[config.mk]
export PLATFORM = sky130hd
export DESIGN_NAME = bhc_cell
export DESIGN_NICKNAME = d
export VERILOG_FILES = /design/src/sv/bhc_pkg.sv /design/src/sv/bhc_cell.sv
export SDC_FILE = /design/constraint.sdc
export NUM_CORES = 1
export LEC_CHECK = 0
export BUFFER_PORTS_ARGS = -buffer_cell sky130_fd_sc_hd__buf_2
export CAP_MARGIN = 30
export CELL_PAD_IN_SITES_DETAIL_PLACEMENT = 0
export CELL_PAD_IN_SITES_GLOBAL_PLACEMENT = 1
export CORE_UTILIZATION = 39
export DETAILED_ROUTE_END_ITERATION = 6
export PLACE_DENSITY_LB_ADDON = 0.1
export REMOVE_ABC_BUFFERS = 1
export SYNTH_ARGS = -nofsm -noshare
export SYNTH_HDL_FRONTEND = slang
export SYNTH_SLANG_ARGS = --single-unit
[constraint.sdc]
create_clock -name clk -period 10.1 [get_ports clk]
set_input_delay 0.505 -clock clk [delete_from_list [all_inputs] [get_ports clk]]
set_output_delay 0.505 -clock clk [all_outputs]
set_load 0.02 [all_outputs]
[src/sv/bhc_pkg.sv]
`timescale 1ns / 1ps
`default_nettype none
// ----------------------------------------------------------------------------
// Barcode classifier package
// Shared constants, codes and the word type that moves along the cell chain.
// ----------------------------------------------------------------------------
package bhc_pkg;

  // Parameter defaults.
  localparam int TABLE_DEPTH_DEF = 64;
  localparam int BARCODE_LEN_DEF = 9;
  localparam int BASE_BITS_DEF   = 4;

  // Fixed field widths.
  localparam int BARCODE_W  = 36;
  localparam int ENTRY_W    = 6;
  localparam int CUTOFF_W   = 4;
  localparam int USED_W     = 7;
  localparam int VERDICT_W  = 2;
  localparam int DIST_OUT_W = 4;
  // Distances reach at most 9 bases, and the no-match value reaches 16.
  localparam int DIST_W     = 5;
  localparam int CFG_IDX_W  = 2;
  localparam int CFG_DATA_W = 7;

  // Request codes.
  localparam logic REQ_LOAD     = 1'b0;
  localparam logic REQ_CLASSIFY = 1'b1;

  // Verdict codes.
  localparam logic [VERDICT_W-1:0] VERDICT_MATCH = 2'd0;
  localparam logic [VERDICT_W-1:0] VERDICT_AMBIG = 2'd1;
  localparam logic [VERDICT_W-1:0] VERDICT_NONE  = 2'd2;

  // Configuration register indexes.
  localparam logic [CFG_IDX_W-1:0] CFG_MAX_MISMATCH = 2'd0;
  localparam logic [CFG_IDX_W-1:0] CFG_IGNORE_LAST  = 2'd1;
  localparam logic [CFG_IDX_W-1:0] CFG_ENTRIES_USED = 2'd2;

  // Candidate count saturates at two: only zero, one or several matter.
  localparam logic [1:0] CNT_NONE = 2'd0;
  localparam logic [1:0] CNT_ONE  = 2'd1;
  localparam logic [1:0] CNT_MANY = 2'd2;

  // One word in flight along the chain, with its running search result.
  typedef struct packed {
    logic                 valid;
    logic                 req_type;
    logic [ENTRY_W-1:0]   entry_index;
    logic [BARCODE_W-1:0] barcode;
    logic [DIST_W-1:0]    best;
    logic [1:0]           cnt;
  } token_t;

endpackage : bhc_pkg
`default_nettype wire

[src/sv/bhc_cell.sv]
`timescale 1ns / 1ps
`default_nettype none
// ----------------------------------------------------------------------------
// Barcode classifier cell
// Holds one reference entry, captures loads addressed to it and folds its
// mismatch count into the running result of each passing classify word.
// ----------------------------------------------------------------------------
module bhc_cell #(
  parameter int CELL_INDEX  = 0,
  parameter int IDX_W       = 6,
  parameter int BARCODE_LEN = 9,
  parameter int BASE_BITS   = 4
) (
  input  wire                            clk,
  input  wire                            rst_n,
  input  wire                            adv,
  input  wire                            ignore_last,
  input  wire  [bhc_pkg::CUTOFF_W-1:0]   max_mismatch,
  input  wire  [bhc_pkg::USED_W-1:0]     entries_used,
  input  bhc_pkg::token_t                tok_i,
  input  wire  [IDX_W-1:0]               idx_i,
  output bhc_pkg::token_t                tok_o,
  output logic [IDX_W-1:0]               idx_o
);
  import bhc_pkg::*;

  localparam int CODE_W = BARCODE_LEN * BASE_BITS;
  localparam int WORD_W = (CODE_W > BARCODE_W) ? CODE_W : BARCODE_W;
  localparam int CMP_W  = (IDX_W + 1 > USED_W) ? IDX_W + 1 : USED_W;

  logic [BARCODE_W-1:0] ref_r;
  token_t               tok_r;
  token_t               tok_nxt;
  logic [IDX_W-1:0]     idx_r;
  logic [IDX_W-1:0]     idx_nxt;
  logic [WORD_W-1:0]    ref_word;
  logic [WORD_W-1:0]    read_word;
  logic [DIST_W-1:0]    mm_count;
  logic                 active;
  logic                 hit_load;

  assign ref_word  = WORD_W'(ref_r);
  assign read_word = WORD_W'(tok_i.barcode);
  assign active    = CMP_W'(CELL_INDEX) < CMP_W'(entries_used);
  assign hit_load  = tok_i.valid && (tok_i.req_type == REQ_LOAD) &&
                     (CMP_W'(CELL_INDEX) == CMP_W'(tok_i.entry_index));

  // Bases lying beyond the stored word compare as zero on both sides.
  always_comb begin
    mm_count = '0;
    for (int b = 0; b < BARCODE_LEN; b++) begin
      if (!(ignore_last && (b == BARCODE_LEN - 1))) begin
        if (ref_word[b*BASE_BITS +: BASE_BITS] != read_word[b*BASE_BITS +: BASE_BITS]) begin
          mm_count = mm_count + DIST_W'(1);
        end
      end
    end
  end

  always_comb begin
    tok_nxt = tok_i;
    idx_nxt = idx_i;
    if (tok_i.valid && (tok_i.req_type == REQ_CLASSIFY) && active &&
        (mm_count <= DIST_W'(max_mismatch))) begin
      if (mm_count < tok_i.best) begin
        tok_nxt.best = mm_count;
        tok_nxt.cnt  = CNT_ONE;
        idx_nxt      = IDX_W'(CELL_INDEX);
      end else if (mm_count == tok_i.best) begin
        tok_nxt.cnt = (tok_i.cnt == CNT_NONE) ? CNT_ONE : CNT_MANY;
      end
    end
  end

  always_ff @(posedge clk) begin
    if (!rst_n) begin
      tok_r.valid <= 1'b0;
    end else if (adv) begin
      tok_r <= tok_nxt;
    end
  end

  always_ff @(posedge clk) begin
    if (adv) begin
      idx_r <= idx_nxt;
      if (hit_load) begin
        ref_r <= tok_i.barcode;
      end
    end
  end

  assign tok_o = tok_r;
  assign idx_o = idx_r;

endmodule : bhc_cell
`default_nettype wire

==> impl_metrics.csv, run 1 <==
group,metric,value,unit
synthesis,ys_top_cells_by_area,"edfxtp_1 59%, xnor2_1 6.6%, ha_1 5.1%",
setup_path,worst-path-buf-inv,1,
sta,fin_crit,6690,ps
worst_hold_path,hold_path_class,"input port to flip-flop",
route,drc,6,
setup_path,crit_family,"adder cells",
die,die_w,111,um
layout,finalNonFillerCells,611,
synthesis,synth_flop_cell,"edfxtp_1",
global_route,grt_pass1_vias,3118,
die,die_area,12400,um2
layout,fin_util,0.503,
synthesis,post_synth.cell_area_avg,14.4,um2
synthesis,postSynthCellCount,325,
status,status,"finished with violations",
synthesis,yosysMostFrequentCell,"edfxtp_1",
placed_design,dp_hpwl,7.14,mm
global_route,grt_first_pass_wirelength,15.3,mm
synthesis,synth_area_leader_cell,"edfxtp_1",
route,drt-pass1-iter-count,6,
clock_tree,clock_tree.root_cell,"clkbuf_16",
placed_design,portBuffers,128,
synthesis,yosys-top-cells-count,"92 x edfxtp_1, 35 x xnor2_1, 19 x ha_1",
layout,regArea,2780,um2
clock_tree,postCtsSetupBuffers,0,
sta,max_freq,149,MHz
setup_path,path_common_cell,"ha_1",
setup_path,required,10190,ps
global_route,grt_max_degree,43,
sta,finClkSkew,8.91,ps
clock_tree,tritoncts,"yes",
sta,whs,357,ps
setup_path,start_kind,"flip-flop",
route,wire_per_inst,15.5,um
synthesis,netlist_area,4660,um2
clock_tree,cts.sinks,93,
synthesis,ys_warn_count,0,
sta,maxSlewViolCount,0,
sta,setup_viol_count_final,0,
job,max_cap_violations,0,
layout,area_growth,24.2,%
placed_design,place.gp.congestion,0.786,
die,coreArea,11500,um2
layout,drive_above_1_share,0.378,
synthesis,synthArstFlopShare,0,
placed_design,dp.cells,595,
status,violations,"DRC",
route,ant_nets,0,
global_route,grt_remaining_overflow,0,
clock_tree,cts_resized,0,
clock_tree,path_clk_slew,70,ps
sta,hold_viol_final,0,
setup_path,arrival,6780,ps
die,rows,39,
sta,worstMarginPinSlew,861,ps
route,vias_per_cell,5.06,
clock_tree,cts_buffers,9,
sta,grt_setup_unrepaired,"no",
setup_path,slowest_stage,"xnor2_1",
synthesis,ys_ff_latch,93,
die,start_util,0.405,
sta,tns,0,ps
die,io_pins,129,
layout,multi_input_area,1810,um2
clock_tree,holdBufCountCts,0,
clock_tree,clock_latency,340,ps
synthesis,synth_edf_count,92,
synthesis,synth.distinct_cells,60,
sta,timing.slew.headroom,0.421,
clock_tree,cts_buffer_depth,2,
global_route,grt_antenna_before_repair,1,
synthesis,yosysSeqAreaShare,0.597,
placed_design,place_ws,3110,ps
synthesis,synth_top_area_frac,0.592,
power,vdd_drop_max,0.0796,mV
power,leakage,2.30,nW
sta,finalCritPeriodShare,0.662,
setup_path,critical-path-max-stage-delay,450,ps
route,routed_wl,9.45,mm
sta,setup_slack,3410,ps
power,powerDensity,186,nW/um2
clock_tree,h-tree-depth,3,
setup_path,crit_type,"flip-flop to flip-flop",
layout,final_nets,554,
route,vias,3091,
layout,n_antenna_cell,0,
die,die_h,111,um
layout,nFillCells,1045,
route,drt_iter0_markers,124,
global_route,groute.usage.overall,0.160,
setup_path,end_kind,"flip-flop",
setup_path,path_max_fanout,6,
## path summary, 6_finish.rpt
kind / depth (start not counted) / slack (ps) / startpoint / to
setup reg to reg: 29 / 3410 / ref_r[7] / tok_o[3]
hold / removal: 1 / 360 / tok_i[47] / tok_o[47]
setup / recovery: 29 / 3410 / ref_r[7] / tok_o[3]
hold reg to reg: 2 / 530 / tok_o[50] / tok_o[50]
## registers in the layout, indices dropped and copies added (netlist names)
register	count
tok_o	51
idx_o	6
ref_r	36
## cells by family (layout without fill, tap and decap cells)
kind of cell	Yosys count	in the layout	synth area share
simple gates	76	76	0.0936
flops	93	93	0.597
xor+xnor	54	54	0.119
buf+inv	18	161	0.0164
fa+ha+maj	19	19	0.0510
mux	14	14	0.0349
compound gates	51	51	0.0885
## worst register-to-register path, delay by kind of cell (launching register included)
family,cells,cell delay (ps)
AOI/OAI and AO/OA,6,790
xor gates and xnor gates,3,730
adders and majority gates,7,2120
buffers and inverters,1,120
DFF,1,390
muxes,3,880
and+or+nand+nor,9,1430
## where the power goes
group	internal [mW]	total, mW	switching, mW
combinational	0.123	0.280	0.157
clock	0.195	0.345	0.150
sequential	0.448	0.452	0.00425
total	0.766	1.08	0.311
## through the flow
stage	cell area (um2)	power (mW)
6_report	5790	1.08
5_1_grt	5790	1.14
4_1_cts	5790	1.09
3_5_place_dp	5490	0.744
3_3_place_gp	5480	0.739
2_1_floorplan	4640	0.664
## metal layers
metal  global-route usage  wire length [um]  part of all wire
met5                    0                12            0.0013
met4               0.0748               165             0.017
met3               0.0528               592             0.063
met2                0.259              4510              0.48
met1                0.195              4170              0.44
## final cells by class
class | count | area share
Sequential cell | 93 | 0.480
Timing Repair Buffer | 131 | 0.114
Inverter | 14 | 0.00907
Clock inverter | 7 | 0.0138
Clock buffer | 9 | 0.0389
Tap cell | 143 | 0.0309
Multi-Input combinational cell | 214 | 0.313
## cell usage in the layout, fill, tap and decap left out, types with 4 or more instances in the layout
| master | Yosys | layout |
|---|---|---|
| nand3_1 | 8 | 8 |
| and2_1 | 10 | 9 |
| nor4_1 | 5 | 4 |
| nand4_1 | 6 | 6 |
| nand2_1 | 13 | 13 |
| inv_1 | 14 | 14 |
| clkbuf_16 | 0 | 9 |
| mux2i_1 | 8 | 8 |
| nor2_1 | 11 | 11 |
| ha_1 | 19 | 19 |
| xnor2_1 | 35 | 35 |
| nand2b_1 | 6 | 6 |
| buf_2 | 1 | 129 |
| xor2_1 | 11 | 11 |
| mux2_4 | 4 | 4 |
| a21oi_1 | 9 | 9 |
| o21ai_0 | 8 | 8 |
| edfxtp_1 | 92 | 92 |
Note: power is estimated with default switching activity, not from simulation.
==> run 2: changes to the inputs <==
--- a/config.mk
+++ b/config.mk
@@ -9,7 +9,7 @@
 export CAP_MARGIN = 30
 export CELL_PAD_IN_SITES_DETAIL_PLACEMENT = 0
 export CELL_PAD_IN_SITES_GLOBAL_PLACEMENT = 1
-export CORE_UTILIZATION = 39
+export CORE_UTILIZATION = 38
 export DETAILED_ROUTE_END_ITERATION = 6
 export PLACE_DENSITY_LB_ADDON = 0.1
 export REMOVE_ABC_BUFFERS = 1
==> constraint.sdc (replaced) <==
create_clock -name clk -period 5.5 [get_ports clk]
set_input_delay 0.275 -clock clk [delete_from_list [all_inputs] [get_ports clk]]
set_output_delay 0.275 -clock clk [all_outputs]
set_load 0.02 [all_outputs]
==> run 2 against run 1 <==
Effect of this change:
- the flow finishes with violations (setup timing)
- sequential share of layout area down 6.9 points
- maximum frequency is 14% higher
- setup slack got worse by 3800 ps
- cell count grew 14%
- core utilization grew 6.0 points
- clock power is 65% higher
- register-to-register slack got worse by 3800 ps
- flip-flop and latch count unchanged
- largest power group is now combinational logic
- die area grew 2.6%
==> impl_metrics.csv, run 2 (synthesis gave the netlist of run 1 again) <==
group,metric,value,unit
job,max_cap_violations,0,
setup_path,end_kind,"flip-flop",
clock_tree,cts.sinks,93,
die,start_util,0.388,
die,io_pins,129,
sta,setup_viol_count_final,13,
die,die_area,12700,um2
die,die_w,113,um
layout,drive_above_1_share,0.549,
clock_tree,path_clk_slew,60,ps
route,vias,3388,
route,routed_wl,10.3,mm
layout,n_antenna_cell,0,
setup_path,arrival,5950,ps
layout,regArea,2780,um2
global_route,grt_pass1_vias,3525,
sta,hold_viol_final,0,
sta,grt_setup_unrepaired,"yes",
placed_design,place.gp.congestion,0.829,
placed_design,portBuffers,128,
power,leakage,2.78,nW
clock_tree,h-tree-depth,3,
sta,fin_crit,5860,ps
clock_tree,holdBufCountCts,0,
layout,multi_input_area,2180,um2
route,ant_nets,0,
layout,finalNonFillerCells,699,
setup_path,path_max_fanout,4,
power,p_total,2.27,mW
clock_tree,clock_tree.root_cell,"clkbuf_16",
clock_tree,cts_buffer_depth,2,
setup_path,slowest_stage,"a2111o_1",
power,powerDensity,336,nW/um2
sta,maxSlewViolCount,0,
clock_tree,cts_buffers,9,
die,coreArea,12000,um2
setup_path,r2r_slack,-360,ps
layout,largest_reg_flops,51,
sta,worstMarginPinSlew,747,ps
route,wire_per_inst,14.8,um
route,drt_iter0_markers,123,
global_route,grt_antenna_before_repair,0,
clock_tree,tritoncts,"yes",
sta,setup_slack,-355,ps
layout,layout_common_cells,"128 x buf_2, 92 x edfxtp_1, 86 x buf_4",
setup_path,path_common_cell,"ha_4",
placed_design,dp.cells,665,
sta,finClkSkew,5.20,ps
route,vias_per_cell,4.85,
power,vdd_drop_max,0.190,mV
global_route,grt_remaining_overflow,0,
layout,area_growth,45.1,%
clock_tree,clock_latency,340,ps
sta,timing.slew.headroom,0.496,
setup_path,crit_type,"flip-flop to flip-flop",
layout,final_nets,638,
route,drt-pass1-iter-count,4,
status,status,"finished with violations",
layout,layout_commonest_cell,"buf_2",
sta,finalCritPeriodShare,1.06,
global_route,grt_first_pass_wirelength,16.8,mm
global_route,grt_max_degree,51,
layout,nFillCells,1036,
setup_path,required,5600,ps
placed_design,dp_hpwl,7.22,mm
status,violations,"setup timing",
setup_path,start_kind,"flip-flop",
die,rows,40,
die,die_h,113,um
sta,max_freq,171,MHz
worst_hold_path,hold_path_class,"input port to flip-flop",
setup_path,critical-path-max-stage-delay,430,ps
route,drc,0,
global_route,groute.usage.overall,0.171,
placed_design,place_ws,-869,ps
run 2: cell types whose count changed in the layout (fill, tap and decap cells not counted), moves of 4 or more:
| cell | delta |
|---|---|
| buf_4 | +84 |
| ha_1 | -10 |
| ha_4 | +9 |
| xnor2_1 | -5 |
| and2_1 | -4 |
| and2_4 | +4 |
| o21ai_0 | -4 |
run 2: final timing paths:
kind                            startpoint         to  depth (start not counted)
worst max-delay path              ref_r[5]   tok_o[3]                         31
worst min-delay path             tok_i[45]  tok_o[45]                          1
worst min register to register   tok_o[50]  tok_o[50]                          2
worst max register to register    ref_r[5]   tok_o[3]                         31
run 2: layout make-up:
type / count / area share
Clock buffer: 11 / 0.0344
Clock inverter: 5 / 0.00518
Inverter: 14 / 0.00777
Multi-Input combinational cell: 214 / 0.322
Sequential cell: 93 / 0.411
Tap cell: 147 / 0.0272
Timing Repair Buffer: 215 / 0.192
run 2: power breakdown:
part           total [mW]  switching [mW]  internal [mW]
Clock               0.569           0.261          0.308
Combinational       0.872           0.405          0.467
Sequential          0.830         0.00691          0.823
run 2: what timing repair did:
| action | CTS | global route |
|---|---|---|
| buffers inserted | 12 | 7 |
| resized for setup | 51 | 18 |
| pin swaps | 29 | 19 |
| setup endpoints to repair | 13 | 13 |
run 2: routing by layer:
| metal | vias to the layer above | routed length [um] | GRT usage |
|---|---|---|---|
| met3 | 17 | 437 | 0.0370 |
| met1 | 1601 | 4720 | 0.219 |
| met2 | 88 | 4960 | 0.279 |
| li1 | 1682 | - | - |
| met5 | - | 0 | 0 |
| met4 | 0 | 229 | 0.0791 |
run 2: worst max-delay path: cells and delay by family (launching register included):
family,cells,cell delay [ps]
AOI/OAI and AO/OA,9,1440
muxes,2,590
and+or+nand+nor,9,1060
buffers and inverters,2,260
adders and majority gates,7,1530
xor gates and xnor gates,2,320
DFF,1,400
run 2: metrics by stage:
step	hold slack (ps)	utilization	instance area [um2]	setup TNS [ps]
CTS	108	0.551	6620	-3220
global placement	471	0.499	5990	-8870
floorplan	374	-	4640	-6410
finish	122	0.563	6770	-3360
global route	115	0.563	6770	-7000
detailed placement	470	0.499	5990	-10550
